<file path="src/rtl/tpp_pkg.sv">
// ----------------------------------------------------------------------------
// tpp_pkg
// Shared types and constants of the timestamped pattern player.
// ----------------------------------------------------------------------------
package tpp_pkg;

  // table geometry
  localparam int TABLE_DEPTH = 256;
  localparam int PTR_W       = $clog2(TABLE_DEPTH);
  localparam int PIN_COUNT   = 8;
  localparam int TIME_W      = 32;
  localparam int CNT_W       = 9;
  localparam int INC_W       = 31;

  // fixed-point time step
  localparam int FRAC_BITS = 16;
  localparam int ACC_W     = 32;
  localparam int WHOLE_W   = ACC_W + 1 - FRAC_BITS;

  // configuration register indexes
  localparam int CFG_IDX_W = 1;
  localparam logic [CFG_IDX_W-1:0] CFG_ENTRY_COUNT    = 1'b0;
  localparam logic [CFG_IDX_W-1:0] CFG_TIME_INCREMENT = 1'b1;
  localparam int CFG_DATA_W = 31;

  // reset values of the configuration registers
  localparam logic [CNT_W-1:0] ENTRY_COUNT_RST    = 9'd1;
  localparam logic [INC_W-1:0] TIME_INCREMENT_RST = 31'd65536;

  // request kinds
  localparam logic REQ_TICK  = 1'b0;
  localparam logic REQ_WRITE = 1'b1;

  // result kinds
  localparam logic EVENT_PLAYED = 1'b0;
  localparam logic EVENT_STOP   = 1'b1;

  // one accepted request as queued between front and back
  typedef struct packed {
    logic                 is_write;
    logic                 play;
    logic [PTR_W-1:0]     index;
    logic [TIME_W-1:0]    etime;
    logic [PIN_COUNT-1:0] bits;
  } cmd_t;

  // one table entry
  typedef struct packed {
    logic [TIME_W-1:0]    due_time;
    logic [PIN_COUNT-1:0] bits;
  } entry_t;

  localparam int ENTRY_W = $bits(entry_t);

  // one result beat
  typedef struct packed {
    logic [PIN_COUNT-1:0] pin_bits;
    logic                 event_kind;
    logic [PTR_W-1:0]     played_index;
  } result_t;

  // configuration registers seen by the back end
  typedef struct packed {
    logic [CNT_W-1:0] entry_count;
    logic [INC_W-1:0] time_increment;
  } cfg_t;

endpackage

</file>
<file path="src/rtl/tpp_front.sv">
// ----------------------------------------------------------------------------
// tpp_front
// Accepts request beats, sorts them into write and tick commands and holds
// them in a two-entry queue for the back end.
// ----------------------------------------------------------------------------
module tpp_front (
  input  logic                          clk,
  input  logic                          rst_n,
  input  logic                          push,
  output logic                          full,
  input  logic                          in_req_type,
  input  logic                          in_play,
  input  logic [tpp_pkg::PTR_W-1:0]     in_entry_index,
  input  logic [tpp_pkg::TIME_W-1:0]    in_entry_time,
  input  logic [tpp_pkg::PIN_COUNT-1:0] in_entry_bits,
  output logic                          cmd_valid,
  output tpp_pkg::cmd_t                 cmd,
  input  logic                          cmd_pop
);
  import tpp_pkg::*;

  cmd_t       q_r [2];
  logic       wr_ptr_r, wr_ptr_nxt;
  logic       rd_ptr_r, rd_ptr_nxt;
  logic [1:0] count_r, count_nxt;
  cmd_t       cmd_in;
  logic       do_push, do_pop;

  // classify the incoming beat; fields that do not apply are cleared
  always_comb begin
    cmd_in          = '0;
    cmd_in.is_write = (in_req_type == REQ_WRITE);
    if (in_req_type == REQ_WRITE) begin
      cmd_in.index = in_entry_index;
      cmd_in.etime = in_entry_time;
      cmd_in.bits  = in_entry_bits;
    end else begin
      cmd_in.play = in_play;
    end
  end

  assign full      = (count_r == 2'd2);
  assign cmd_valid = (count_r != 2'd0);
  assign cmd       = q_r[rd_ptr_r];
  assign do_push   = push && !full;
  assign do_pop    = cmd_pop && cmd_valid;

  // queue pointers
  always_comb begin
    wr_ptr_nxt = do_push ? ~wr_ptr_r : wr_ptr_r;
    rd_ptr_nxt = do_pop ? ~rd_ptr_r : rd_ptr_r;
    count_nxt  = count_r + {1'b0, do_push} - {1'b0, do_pop};
  end

  always_ff @(posedge clk) begin
    if (!rst_n) begin
      wr_ptr_r <= 1'b0;
      rd_ptr_r <= 1'b0;
      count_r  <= 2'd0;
    end else begin
      wr_ptr_r <= wr_ptr_nxt;
      rd_ptr_r <= rd_ptr_nxt;
      count_r  <= count_nxt;
    end
  end

  // queue storage
  always_ff @(posedge clk) begin
    if (do_push) begin
      q_r[wr_ptr_r] <= cmd_in;
    end
  end

endmodule

</file>
<file path="config.mk">
export PLATFORM = sky130hd
export DESIGN_NAME = tpp_front
export DESIGN_NICKNAME = d
export VERILOG_FILES = /design/src/rtl/tpp_pkg.sv /design/src/rtl/tpp_front.sv
export SDC_FILE = /design/constraint.sdc
export NUM_CORES = 1
export LEC_CHECK = 0
export BUFFER_PORTS_ARGS = -buffer_cell sky130_fd_sc_hd__buf_2
export CAP_MARGIN = 25
export CORE_MARGIN = 2
export CORE_UTILIZATION = 45
export DETAILED_ROUTE_END_ITERATION = 10
export GPL_ROUTABILITY_DRIVEN = 0
export PLACE_DENSITY = 0.7
export SLEW_MARGIN = 20
export SYNTH_ARGS = -nofsm -noshare
export SYNTH_HDL_FRONTEND = slang
export SYNTH_SLANG_ARGS = --single-unit
</file>
<file path="constraint.sdc">
create_clock -name clk -period 4.19 [get_ports clk]
set_input_delay 0.2095 -clock clk [delete_from_list [all_inputs] [get_ports clk]]
set_output_delay 0.2095 -clock clk [all_outputs]
set_load 0.05 [all_outputs]
</file>
==> reports/results.tsv <==
stage	metric	value	unit
status	status	finished, final reports clean	
critical_path	CP endpoint	cmd[5]	
sta	FMAX	0.463	GHz
die	core area	9640	sq um
die	chip width	103	um
route	top sig layer	met4	
global_route	initial antenna violation count	1	
clock_network	clock buffer depth	2	
critical_path	RR Endpoint	q_r[0][45]	
logic_synthesis	mapped cell area	4430	sq um
placed_design	port buffer count	105	
critical_path	R2R depth	4	
placed_design	DP Cell Count	465	
sta	Final TNS setup	0	ns
layout	share of layout cells above drive strength 1	0.503	
route	met1 WL	2970	um
layout	commonest cells after routing, fill and taps aside	105 x buf_2, 100 x edfxtp_1, 50 x mux2_4	
power	Pwr per Cell Area	641	nW/um^2
route	drt first-iter violations	76	
route	Routed Antenna Nets	0	
layout	nets@finish	399	
global_route	Total GRT Usage	0.136	
critical_path	Critical Path Fanout Max	50	
clock_network	post-CTS setup buffer count	0	
critical_path	reg2reg start	count_r[0]	
global_route	vias in the first global route	2270	
clock_network	post-CTS sizing	0	
global_route	largest net degree at the start of global routing	52	
route	drt wl/cell	15.0	um
job	max_cap viols	0	
global_route	grt total ovfl	0	
logic_synthesis	Synthesized Nets	292	
layout	synthesis-to-layout area growth	18.2	%
power	leakage	2.11	nW
power	Max VDD drop	599	uV
critical_path	Critical Path RT	3.98	ns
global_route	first-pass GRT wire length	10700	um
critical_path	crit start category	flip-flop	
sta	fin. max-slew vios	0	
placed_design	dpl hpwl	4630	um
logic_synthesis	Ys Warns	0	
die	die area	10600	sq um
logic_synthesis	sequential fraction of the synthesis area	0.701	
critical_path	Setup CP Type	flip-flop to output pin	
clock_network	CTS tree	built	
layout	Finished Layout Cells	482	
clock_network	CTS Buf Count	9	
clock_network	htree depth	3	
worst_hold_path	hold crit path type	primary input to flip-flop	
worst_hold_path	Hold Path Depth	2	
critical_path	Setup crit end kind	output pin	
route	DRT Pass-1 Iters	5	
sta	min Tclk post-route	2.16	ns
critical_path	r2r setup slk	2.10	ns
die	I/O pin total	106	
logic_synthesis	FF+latch count, synth	105	
power	Tot Pwr	3.35	mW
logic_synthesis	syn_area_per_cell	18.8	sq um
sta	Hold Fails Final Rpt	0	
route	met2 WL	3770	um
clock_network	Hold Buf Count CTS	0	
clock_network	worst skew pair latency	0.36	ns
clock_network	Worst-path clk slew	0.09	ns
route	drt drc	0	
route	met3 routed WL	356	um
sta	clk_skew	0.00970	ns
sta	Slew headroom	0.367	
route	vias	2232	
sta	setup violators final	0	
logic_synthesis	Mapped Cells	236	
logic_synthesis	Yosys cell types	21	
clock_network	CTS root buf	clkbuf_8	
sta	Final Cycle Share	0.516	
layout	most common cell after layout, fill and taps aside	buf_2	
sta	RSZ-0062 raised after global routing	no	
critical_path	Critical Path AT	1.95	ns
die	Rows	36	
die	DIE HEIGHT	103	um
clock_network	Sink Count	105	
sta	worst slew pin tran	0.950	ns
die	Initial Util	0.459	
route	Detailed Route WL	7230	um
route	routed vias/inst	4.63	
area by class of cell:
type                    instances  area [sq um]
clock buffers                   9           124
flip-flops and latches        105          3110
fillers                       826          4410
repair buffers                107           541
inverters                       3          11.3
clock inverters                 7          93.8
diodes                          1          2.50
well taps                     133           166
multi-input cells             117          1190
flip-flops by register name, indices dropped and copies added (netlist names), named ones only:
register  flops
rd_ptr_r      1
wr_ptr_r      1
q_r         100
count_r       2
logic make-up (layout without fill, tap and decap cells):
group / count (synthesis) / in the layout / share of synthesized area
buf+inv: 14 / 126 / 0.0325
flops: 105 / 105 / 0.701
other cells: 0 / 1 / 0
fa+ha+maj: 2 / 2 / 0.00565
simple gates: 60 / 60 / 0.0814
compound gates: 1 / 1 / 0.00170
xor+xnor: 3 / 3 / 0.00594
mux: 51 / 51 / 0.172
power breakdown:
part | internal [mW] | total (mW) | switching [mW]
registers | 1.33 | 1.46 | 0.128
clock network | 0.337 | 0.671 | 0.334
logic | 0.427 | 1.23 | 0.800
total | 2.09 | 3.35 | 1.26
worst min-delay path by stage:
stage	start	end	slack (ns)
floorplan	in_req_type	q_r[0][49]	0.31
global placement	rst_n	count_r[0]	0.46
detailed placement	rst_n	count_r[0]	0.48
CTS	rst_n	count_r[0]	0.10
global route	rst_n	count_r[0]	0.12
finish	rst_n	count_r[0]	0.12
through the flow:
step | hold WS, ns | utilization | setup WS [ns] | instance area (sq um)
2_1_floorplan | 0.308 | - | 1.05 | 4430
4_1_cts | 0.103 | 0.543 | 1.99 | 5230
3_5_place_dp | 0.479 | 0.520 | 2.09 | 5010
6_report | 0.119 | 0.543 | 2.03 | 5230
3_3_place_gp | 0.463 | 0.520 | 2.16 | 5010
5_1_grt | 0.124 | 0.543 | 1.93 | 5230
critical path, stage by stage (launching register included):
cell,delay (ns)
dfxtp_4,0.99
mux2_4,0.37
buf_2,0.21
cell usage after synthesis:
cell type / instances / area share
o21a_1: 1 / 0.0017
nand2b_1: 2 / 0.0028
buf_6: 1 / 0.0025
buf_12: 5 / 0.023
xor2_1: 1 / 0.0020
mux2_4: 50 / 0.17
nor2_1: 4 / 0.0034
dfxtp_1: 5 / 0.023
clkbuf_1: 3 / 0.0025
edfxtp_1: 100 / 0.68
buf_2: 1 / 0.0011
mux2i_1: 1 / 0.0023
nand2_1: 2 / 0.0017
and3_1: 1 / 0.0014
and2_1: 49 / 0.069
nor2b_1: 1 / 0.0014
clkbuf_2: 1 / 0.0011
inv_1: 3 / 0.0025
ha_1: 2 / 0.0057
xnor2_1: 2 / 0.0040
or2_2: 1 / 0.0014
metal layers:
metal	global-route usage	vias to the layer above
met5	0	-
met4	0.0668	0
met3	0.0276	9
met2	0.232	60
met1	0.165	1085
li1	-	1078
(Power assumes the default switching activity.)
