### config.mk
export PLATFORM = sky130hd
export DESIGN_NAME = tpp_result_queue
export DESIGN_NICKNAME = d
export VERILOG_FILES = /design/src/rtl/tpp_pkg.sv /design/src/rtl/tpp_result_queue.sv
export SDC_FILE = /design/constraint.sdc
export NUM_CORES = 1
export LEC_CHECK = 0
export BUFFER_PORTS_ARGS = -buffer_cell sky130_fd_sc_hd__buf_2
export CAP_MARGIN = 20
export CORE_MARGIN = 2
export CORE_UTILIZATION = 52
export CTS_CLUSTER_SIZE = 25
export DETAILED_ROUTE_END_ITERATION = 10
export HOLD_SLACK_MARGIN = 0.15
export PLACE_DENSITY = 0.85
export SYNTH_ARGS = -nofsm -noshare
export SYNTH_HDL_FRONTEND = slang
export SYNTH_SLANG_ARGS = --single-unit
### constraint.sdc
create_clock -name clk -period 2.53 [get_ports clk]
set_input_delay 0.3795 -clock clk [delete_from_list [all_inputs] [get_ports clk]]
set_output_delay 0.3795 -clock clk [all_outputs]
set_load 0.05 [all_outputs]
### src/rtl/tpp_pkg.sv
// ----------------------------------------------------------------------------
// tpp_pkg
// Shared types and constants of the timestamped pattern player.
// ----------------------------------------------------------------------------
package tpp_pkg;

  // table geometry
  localparam int TABLE_DEPTH = 256;
  localparam int PTR_W       = $clog2(TABLE_DEPTH);
  localparam int PIN_COUNT   = 8;
  localparam int TIME_W      = 32;
  localparam int CNT_W       = 9;
  localparam int INC_W       = 31;

  // fixed-point time step
  localparam int FRAC_BITS = 16;
  localparam int ACC_W     = 32;
  localparam int WHOLE_W   = ACC_W + 1 - FRAC_BITS;

  // configuration register indexes
  localparam int CFG_IDX_W = 1;
  localparam logic [CFG_IDX_W-1:0] CFG_ENTRY_COUNT    = 1'b0;
  localparam logic [CFG_IDX_W-1:0] CFG_TIME_INCREMENT = 1'b1;
  localparam int CFG_DATA_W = 31;

  // reset values of the configuration registers
  localparam logic [CNT_W-1:0] ENTRY_COUNT_RST    = 9'd1;
  localparam logic [INC_W-1:0] TIME_INCREMENT_RST = 31'd65536;

  // request kinds
  localparam logic REQ_TICK  = 1'b0;
  localparam logic REQ_WRITE = 1'b1;

  // result kinds
  localparam logic EVENT_PLAYED = 1'b0;
  localparam logic EVENT_STOP   = 1'b1;

  // one accepted request as queued between front and back
  typedef struct packed {
    logic                 is_write;
    logic                 play;
    logic [PTR_W-1:0]     index;
    logic [TIME_W-1:0]    etime;
    logic [PIN_COUNT-1:0] bits;
  } cmd_t;

  // one table entry
  typedef struct packed {
    logic [TIME_W-1:0]    due_time;
    logic [PIN_COUNT-1:0] bits;
  } entry_t;

  localparam int ENTRY_W = $bits(entry_t);

  // one result beat
  typedef struct packed {
    logic [PIN_COUNT-1:0] pin_bits;
    logic                 event_kind;
    logic [PTR_W-1:0]     played_index;
  } result_t;

  // configuration registers seen by the back end
  typedef struct packed {
    logic [CNT_W-1:0] entry_count;
    logic [INC_W-1:0] time_increment;
  } cfg_t;

endpackage

### src/rtl/tpp_result_queue.sv
// ----------------------------------------------------------------------------
// tpp_result_queue
// Two-entry queue that holds result beats until the receiver pops them.
// ----------------------------------------------------------------------------
module tpp_result_queue (
  input  logic             clk,
  input  logic             rst_n,
  input  logic             res_push,
  input  tpp_pkg::result_t res_in,
  output logic             res_full,
  output logic             empty,
  input  logic             pop,
  output tpp_pkg::result_t res_out
);
  import tpp_pkg::*;

  result_t    q_r [2];
  logic       wr_ptr_r, wr_ptr_nxt;
  logic       rd_ptr_r, rd_ptr_nxt;
  logic [1:0] count_r, count_nxt;
  logic       do_push, do_pop;

  assign empty    = (count_r == 2'd0);
  assign res_full = (count_r == 2'd2);
  assign res_out  = q_r[rd_ptr_r];
  assign do_pop   = pop && !empty;
  assign do_push  = res_push && !res_full;

  // queue pointers
  always_comb begin
    wr_ptr_nxt = do_push ? ~wr_ptr_r : wr_ptr_r;
    rd_ptr_nxt = do_pop ? ~rd_ptr_r : rd_ptr_r;
    count_nxt  = count_r + {1'b0, do_push} - {1'b0, do_pop};
  end

  always_ff @(posedge clk) begin
    if (!rst_n) begin
      wr_ptr_r <= 1'b0;
      rd_ptr_r <= 1'b0;
      count_r  <= 2'd0;
    end else begin
      wr_ptr_r <= wr_ptr_nxt;
      rd_ptr_r <= rd_ptr_nxt;
      count_r  <= count_nxt;
    end
  end

  // queue storage
  always_ff @(posedge clk) begin
    if (do_push) begin
      q_r[wr_ptr_r] <= res_in;
    end
  end

endmodule

==> impl_results.md, run 1 <==
- Status: completed
- Post-Synthesis Cells: 80
- Total Nets Final: 150
- Post-Synth XOR/XNOR Area: 1.16%
- Setup violators final: 0
- Total number of vias: 790
- Core Util, Final: 65.3%
- Hold Vio Cnt, Final: 0
- First-pass GRT wire length: 3630 um
- CTS hold repair buffers: 0
- Warnings from Yosys: 0
- Share of layout cells above drive strength 1: 51.6%
- Routed wire per std cell: 14.4 um
- Syn Std Cell Area: 1520 um^2
- 1st-iter DRT viols: 15
- Post-route minimum period: 2010 ps
- Non-filler instance count after layout: 159
- Overflow left after global routing: 0
- Clock latency on the worst-skew pair: 340 ps
- Worst VDD drop: 0.733 mV
- Area of the core: 2760 um^2
- Layout fillers: 208
- DRC errors left: 0
- Critical Path AT: 1630 ps
- Area Growth Syn to Fin: 18.8%
- WS Path Type: reg -> out
- Crit start category: flip-flop
- Fin crit share: 79.4%
- RSZ-0062 raised after global routing: no
- Post-Syn Nets: 103
- Starting Density: 54.9%
- Fin. max-slew vios: 0
- Hpwl dp: 1720 um
- Placed insts: 151
- Fmax: 498 MHz
- IO Pins: 40
- Seq cells post-synth: 39
- Port buffer count: 39
- Routed WL: 2290 um
- Measured slew at the worst slew-check pin: 787 ps
- N_diodes: 0
- Vias per Instance: 4.97
- Cts bufs inserted: 5
- Max incr delay on CP: 440 ps
- Worst path slowest cell: dfxtp_1
- Die width: 58.0 um
- Cell Chain, Critical Path: buf_4 -> mux2_2 -> buf_2
- FP Rows: 19
- Max_slew headroom: 47.5%
- Pin count of the biggest net entering global routing: 18
- Crit-path max FO: 13
- Synth Area in Compound Gates: 0.495%
- Synth cell types: 18
- Hold crit path type: in -> reg
- Clk buf depth: 2
- Initial antenna violation count: 0
- Setup crit end kind: output port
- Post-DRT Antenna Nets: 0
- Root Buffer Master: clkbuf_4
- Pwr dens: 1170 nW/um^2
- Critical Path RT: 2150 ps
- Clock Pin Slew Worst Setup and Hold Paths: 120 ps
- Postcts setup bufs: 0
- Die height: 58.0 um
- # resized after CTS: 0
- Die Area: 3360 um^2
- Synth Area in Simple Gates: 4.13%
- Register area share after synthesis: 74.0%
- CTS Sinks: 39
- Worst Skew: 19.7 ps
- Total Routing Usage GR: 15.1%
- Setup TNS: 0 ps
- CTS HTree Levels: 2
- Mux contribution to synthesized area: 15.8%
- Adder-cell area share of the yosys netlist: 1.65%
- MaxCap Viol Count: 0
- Syn Area/Cell: 18.9 um^2
- Number of global-route vias before repair: 814
- Drt pass-1 iters: 3
- CTS tree: done
- Largest family of logic cells by synthesized area: multiplexers
- RePlAce Congestion: 0.648
- P_leak: 0.747 nW
==> metal layers <==
| metal | GRT usage (%) | up-vias | share of wire [%] |
|---|---|---|---|
| met4 | 7.97 | 0 | 2.0 |
| met5 | 0 | - | 0 |
| met3 | 5.58 | 5 | 6.3 |
| li1 | - | 392 | - |
| met2 | 25.2 | 27 | 53 |
| met1 | 17.0 | 366 | 39 |
==> state kept, by name (all words and copies together) (netlist names), named ones only <==
signal	cells
wr_ptr_r	1
q_r	34
rd_ptr_r	1
count_r	2
==> Yosys cell counts, drive strengths merged <==
master	instances	area (um^2)
nand2b	2	12.5
inv	3	11.3
xor2	1	8.76
ha	2	25.0
nand2	2	7.51
nor2	5	18.8
nor3	1	5.00
buf	2	31.3
xnor2	1	8.76
mux2	17	229
and2	2	12.5
mux2i	1	10.0
dfxtp	5	100
o21a	1	7.51
edfxtp	34	1020
and3	1	6.26
==> power by group <==
part	total, mW	leakage, nW	switching (mW)	internal (mW)
Sequential	0.885	0.359	0.0519	0.834
Clock	0.312	0.0353	0.177	0.135
Combinational	0.912	0.353	0.620	0.292
==> area by class of cell <==
cell class	count	area [um^2]	area share, %
clock inverters	1	5.00	0.278
inverters	3	11.3	0.625
well taps	31	38.8	2.15
flip-flops and latches	39	1120	62.3
multi-input cells	36	352	19.5
clock buffers	7	55.1	3.06
repair buffers	42	218	12.1
==> placed cells by master (no fill, tap or decap) <==
cell type  count
clkinv_2       1
and3_1         1
clkbuf_8       1
mux2i_1        1
nand2b_1       2
edfxtp_1      34
nand2_1        2
xnor2_1        1
ha_1           2
nor2_1         5
dfxtp_1        5
clkbuf_4       5
xor2_1         1
and2_1         2
o21a_1         1
mux2_4        10
inv_1          3
nor3_1         1
buf_4          3
clkbuf_1       1
buf_2         39
mux2_2         7
==> cells by family after synthesis <==
| kind of cell | count (synthesis) |
|---|---|
| XOR/XNOR | 2 |
| flip-flops | 39 |
| multiplexers | 18 |
| buffers and inverters | 5 |
| adder cells (fa/ha/maj) | 2 |
| AND/OR/NAND/NOR | 13 |
| AO/OA/AOI/OAI | 1 |
==> through the flow <==
stage / power [mW] / worst slack (ps) / hold WS, ps / cell area [um^2]
final: 2.11 / 522 / 219 / 1800
after global routing: 2.22 / 414 / 191 / 1800
after CTS: 2.14 / 488 / 205 / 1800
after detailed placement: 1.82 / 814 / 494 / 1740
after global placement: 1.79 / 911 / 471 / 1740
after floorplan: 1.66 / 814 / 455 / 1520
==> final timing paths <==
path                               from                     to  slack, ps  depth (start not counted)
setup / recovery              flip-flop            res_out[16]        520                          3
hold / removal                res_in[6]    q_r[0][6]$_DFFE_PP_        220                          1
setup reg to reg  count_r[0]$_SDFF_PN0_  count_r[1]$_SDFF_PN0_        830                          8
hold reg to reg   wr_ptr_r$_SDFFE_PN0P_  wr_ptr_r$_SDFFE_PN0P_        510                          2
==> critical path, delay by kind of cell (launching register included) <==
family	cells	cell delay [ps]
flip-flops	1	440
multiplexers	1	360
buffers and inverters	2	500
No activity file was read; power rests on OpenSTA's default activity.
==> inputs of run 2 (changes only) <==
CORE_UTILIZATION = 51   (was 52)
PLACE_DENSITY = 0.84   (was 0.85)
clock period = 2 ns   (was 2.53 ns; I/O delays follow)
==> impl_results.md, run 2 (same netlist as run 1, synthesis figures left out) <==
- Clock latency on the worst-skew pair: 340 ps (about the same)
- Setup violators final: 0 (unchanged)
- Area Growth Syn to Fin: 34.4% (was 18.8%)
- Die Area: 3420 um^2 (was 3360 um^2)
- Total Nets Final: 168 (was 150)
- Cell Chain, Critical Path: buf_12 -> mux2_2 -> buf_2 (was buf_4 -> mux2_2 -> buf_2)
- Internal Power: 1.86 mW (was 1.26 mW)
- Die height: 58.5 um (was 58.0 um)
- Core Util, Final: 73.2% (was 65.3%)
- First-pass GRT wire length: 3860 um (was 3630 um)
- R2R setup slack: 370 ps (was 830 ps)
- Clk buf depth: 2 (unchanged)
- Leading cell type in the layout, fill and taps excluded: buf_2 (unchanged)
- Worst VDD drop: 1.10 mV (was 0.733 mV)
- Fin crit share: 91.9%
- Hold crit path type: in -> reg (unchanged)
- Fmax: 544 MHz
- Number of global-route vias before repair: 859 (was 814)
- MaxCap Viol Count: 0 (unchanged)
- DRC errors left: 0 (unchanged)
- Worst Skew: 7.52 ps (was 19.7 ps)
- P_leak: 0.843 nW (was 0.747 nW)
- CTS Sinks: 39 (unchanged)
- Reg with most FFs: q_r (unchanged)
- N_diodes: 0 (unchanged)
- Psw: 1.12 mW (was 849 uW)
- Hold Vio Cnt, Final: 0 (unchanged)
- Clock Pin Slew Worst Setup and Hold Paths: 120 ps (about the same)
- Crit start category: flip-flop (unchanged)
- Critical path buffers and inverters: 2 (unchanged)
- CTS tree: done (unchanged)
- Port buffer count: 39 (unchanged)
- FP Rows: 19 (unchanged)
- RePlAce Congestion: 0.661 (was 0.648)
- Crit-path leading delay family: flip-flops (was buffers and inverters)
- Status: completed (unchanged)
- IO Pins: 40 (unchanged)
- Clock network fraction of design power: 21.8% (was 14.8%)
- Cts bufs inserted: 5 (unchanged)
- Gate power share: 40.2% (was 43.2%)
- Area of the core: 2780 um^2 (was 2760 um^2)
- Pwr dens: 1460 nW/um^2 (was 1170 nW/um^2)
- WS Path Type: reg -> out (unchanged)
- Max incr delay on CP: 460 ps (was 440 ps)
- Total number of vias: 860 (was 790)
- Critical Path RT: 1700 ps (was 2150 ps)
- Starting Density: 54.5% (was 54.9%)
- Hpwl dp: 1630 um (was 1720 um)
- Max FFs per register: 34 (unchanged)
- Post-route minimum period: 1840 ps
- Setup TNS: 0 ps (unchanged)
- Routed WL: 2610 um (was 2290 um)
- CTS HTree Levels: 2 (unchanged)
- Net Sw Frac: 37.6% (was 40.3%)
- Total Routing Usage GR: 16.3% (was 15.1%)
- Top Registers: q_r: 34 flops, count_r: 2 flops (unchanged)
- Worst path slowest cell: dfxtp_2 (was dfxtp_1)
- 1st-iter DRT viols: 18 (was 15)
- Critical Path AT: 1540 ps (was 1630 ps)
- Drt pass-1 iters: 4 (was 3)
- Setup crit end kind: output port (unchanged)
- Routed wire per std cell: 14.7 um (was 14.4 um)
- Max_slew headroom: 79.3% (was 47.5%)
- Root Buffer Master: clkbuf_4 (unchanged)
- Die width: 58.5 um (was 58.0 um)
- RSZ-0062 raised after global routing: no (unchanged)
- Sequential share of power: 38.0% (was 42.0%)
- Overflow left after global routing: 0 (unchanged)
- Vias per Instance: 4.86 (was 4.97)
- Fin. max-slew vios: 0 (unchanged)
- Pin count of the biggest net entering global routing: 14 (was 18)
- Post-DRT Antenna Nets: 0 (unchanged)
- Share of layout cells above drive strength 1: 47.3% (was 51.6%)
- Postcts setup bufs: 0 (unchanged)
- Initial antenna violation count: 0 (unchanged)
- Crit-path max FO: 11 (was 13)
- Measured slew at the worst slew-check pin: 311 ps (was 787 ps)
- Most frequent cells in the layout: buf_2, edfxtp_1, dlygate4sd3_1 (was buf_2, edfxtp_1, mux2_4)
==> run 2: area by class of cell <==
cell class              count  area [um^2]
flip-flops and latches     39         1120
fillers                   187          744
repair buffers             60          408
multi-input cells          36          352
clock inverters             3         67.6
well taps                  31         38.8
clock buffers               5         37.5
inverters                   3         11.3
==> run 2: power groups by stage <==
stage          registers, mW  clock network [mW]  logic [mW]
3_3_place_gp            1.14                   0        1.16
6_report                1.13               0.647        1.20
5_1_grt                 1.14               0.692        1.26
2_1_floorplan           1.11                   0       0.989
4_1_cts                 1.13               0.660        1.20
3_5_place_dp            1.15                   0        1.18
==> run 2: repair_timing <==
item	CTS	global route
gates resized for setup	0	1
endpoints found under the hold margin	32	2
endpoints found under the setup margin	0	7
hold buffers	16	1
==> run 2: path summary, 6_finish.rpt <==
kind                                       startpoint               endpoint  cells after the start
worst min-delay path                            rst_n  count_r[0]$_SDFF_PN0_                      2
worst max-delay path                        flip-flop             res_out[4]                      3
worst min register to register  wr_ptr_r$_SDFFE_PN0P_  wr_ptr_r$_SDFFE_PN0P_                      2
worst max register to register  count_r[0]$_SDFF_PN0_  count_r[1]$_SDFF_PN0_                      8
==> run 2: metal layers <==
layer | global-route usage (%) | routed length, um | up-vias
met5 | 0 | 0 | -
met4 | 8.97 | 58 | 0
met2 | 27.8 | 1390 | 30
li1 | - | - | 423
met1 | 17.3 | 1040 | 403
met3 | 6.15 | 124 | 4
==> run 2: metrics by stage <==
| step | worst slack, ps | instance area [um^2] | power (mW) | cells | hold slack, ps |
|---|---|---|---|---|---|
| after floorplan | 284 | 1520 | 2.10 | 80 | 399 |
| after global placement | 459 | 1760 | 2.29 | 152 | 475 |
| after detailed placement | 369 | 1760 | 2.32 | 152 | 479 |
| after CTS | 26.2 | 2030 | 2.99 | 176 | 152 |
| after global routing | 97.5 | 2040 | 3.10 | 177 | 219 |
| final | 163 | 2040 | 2.97 | 177 | 214 |
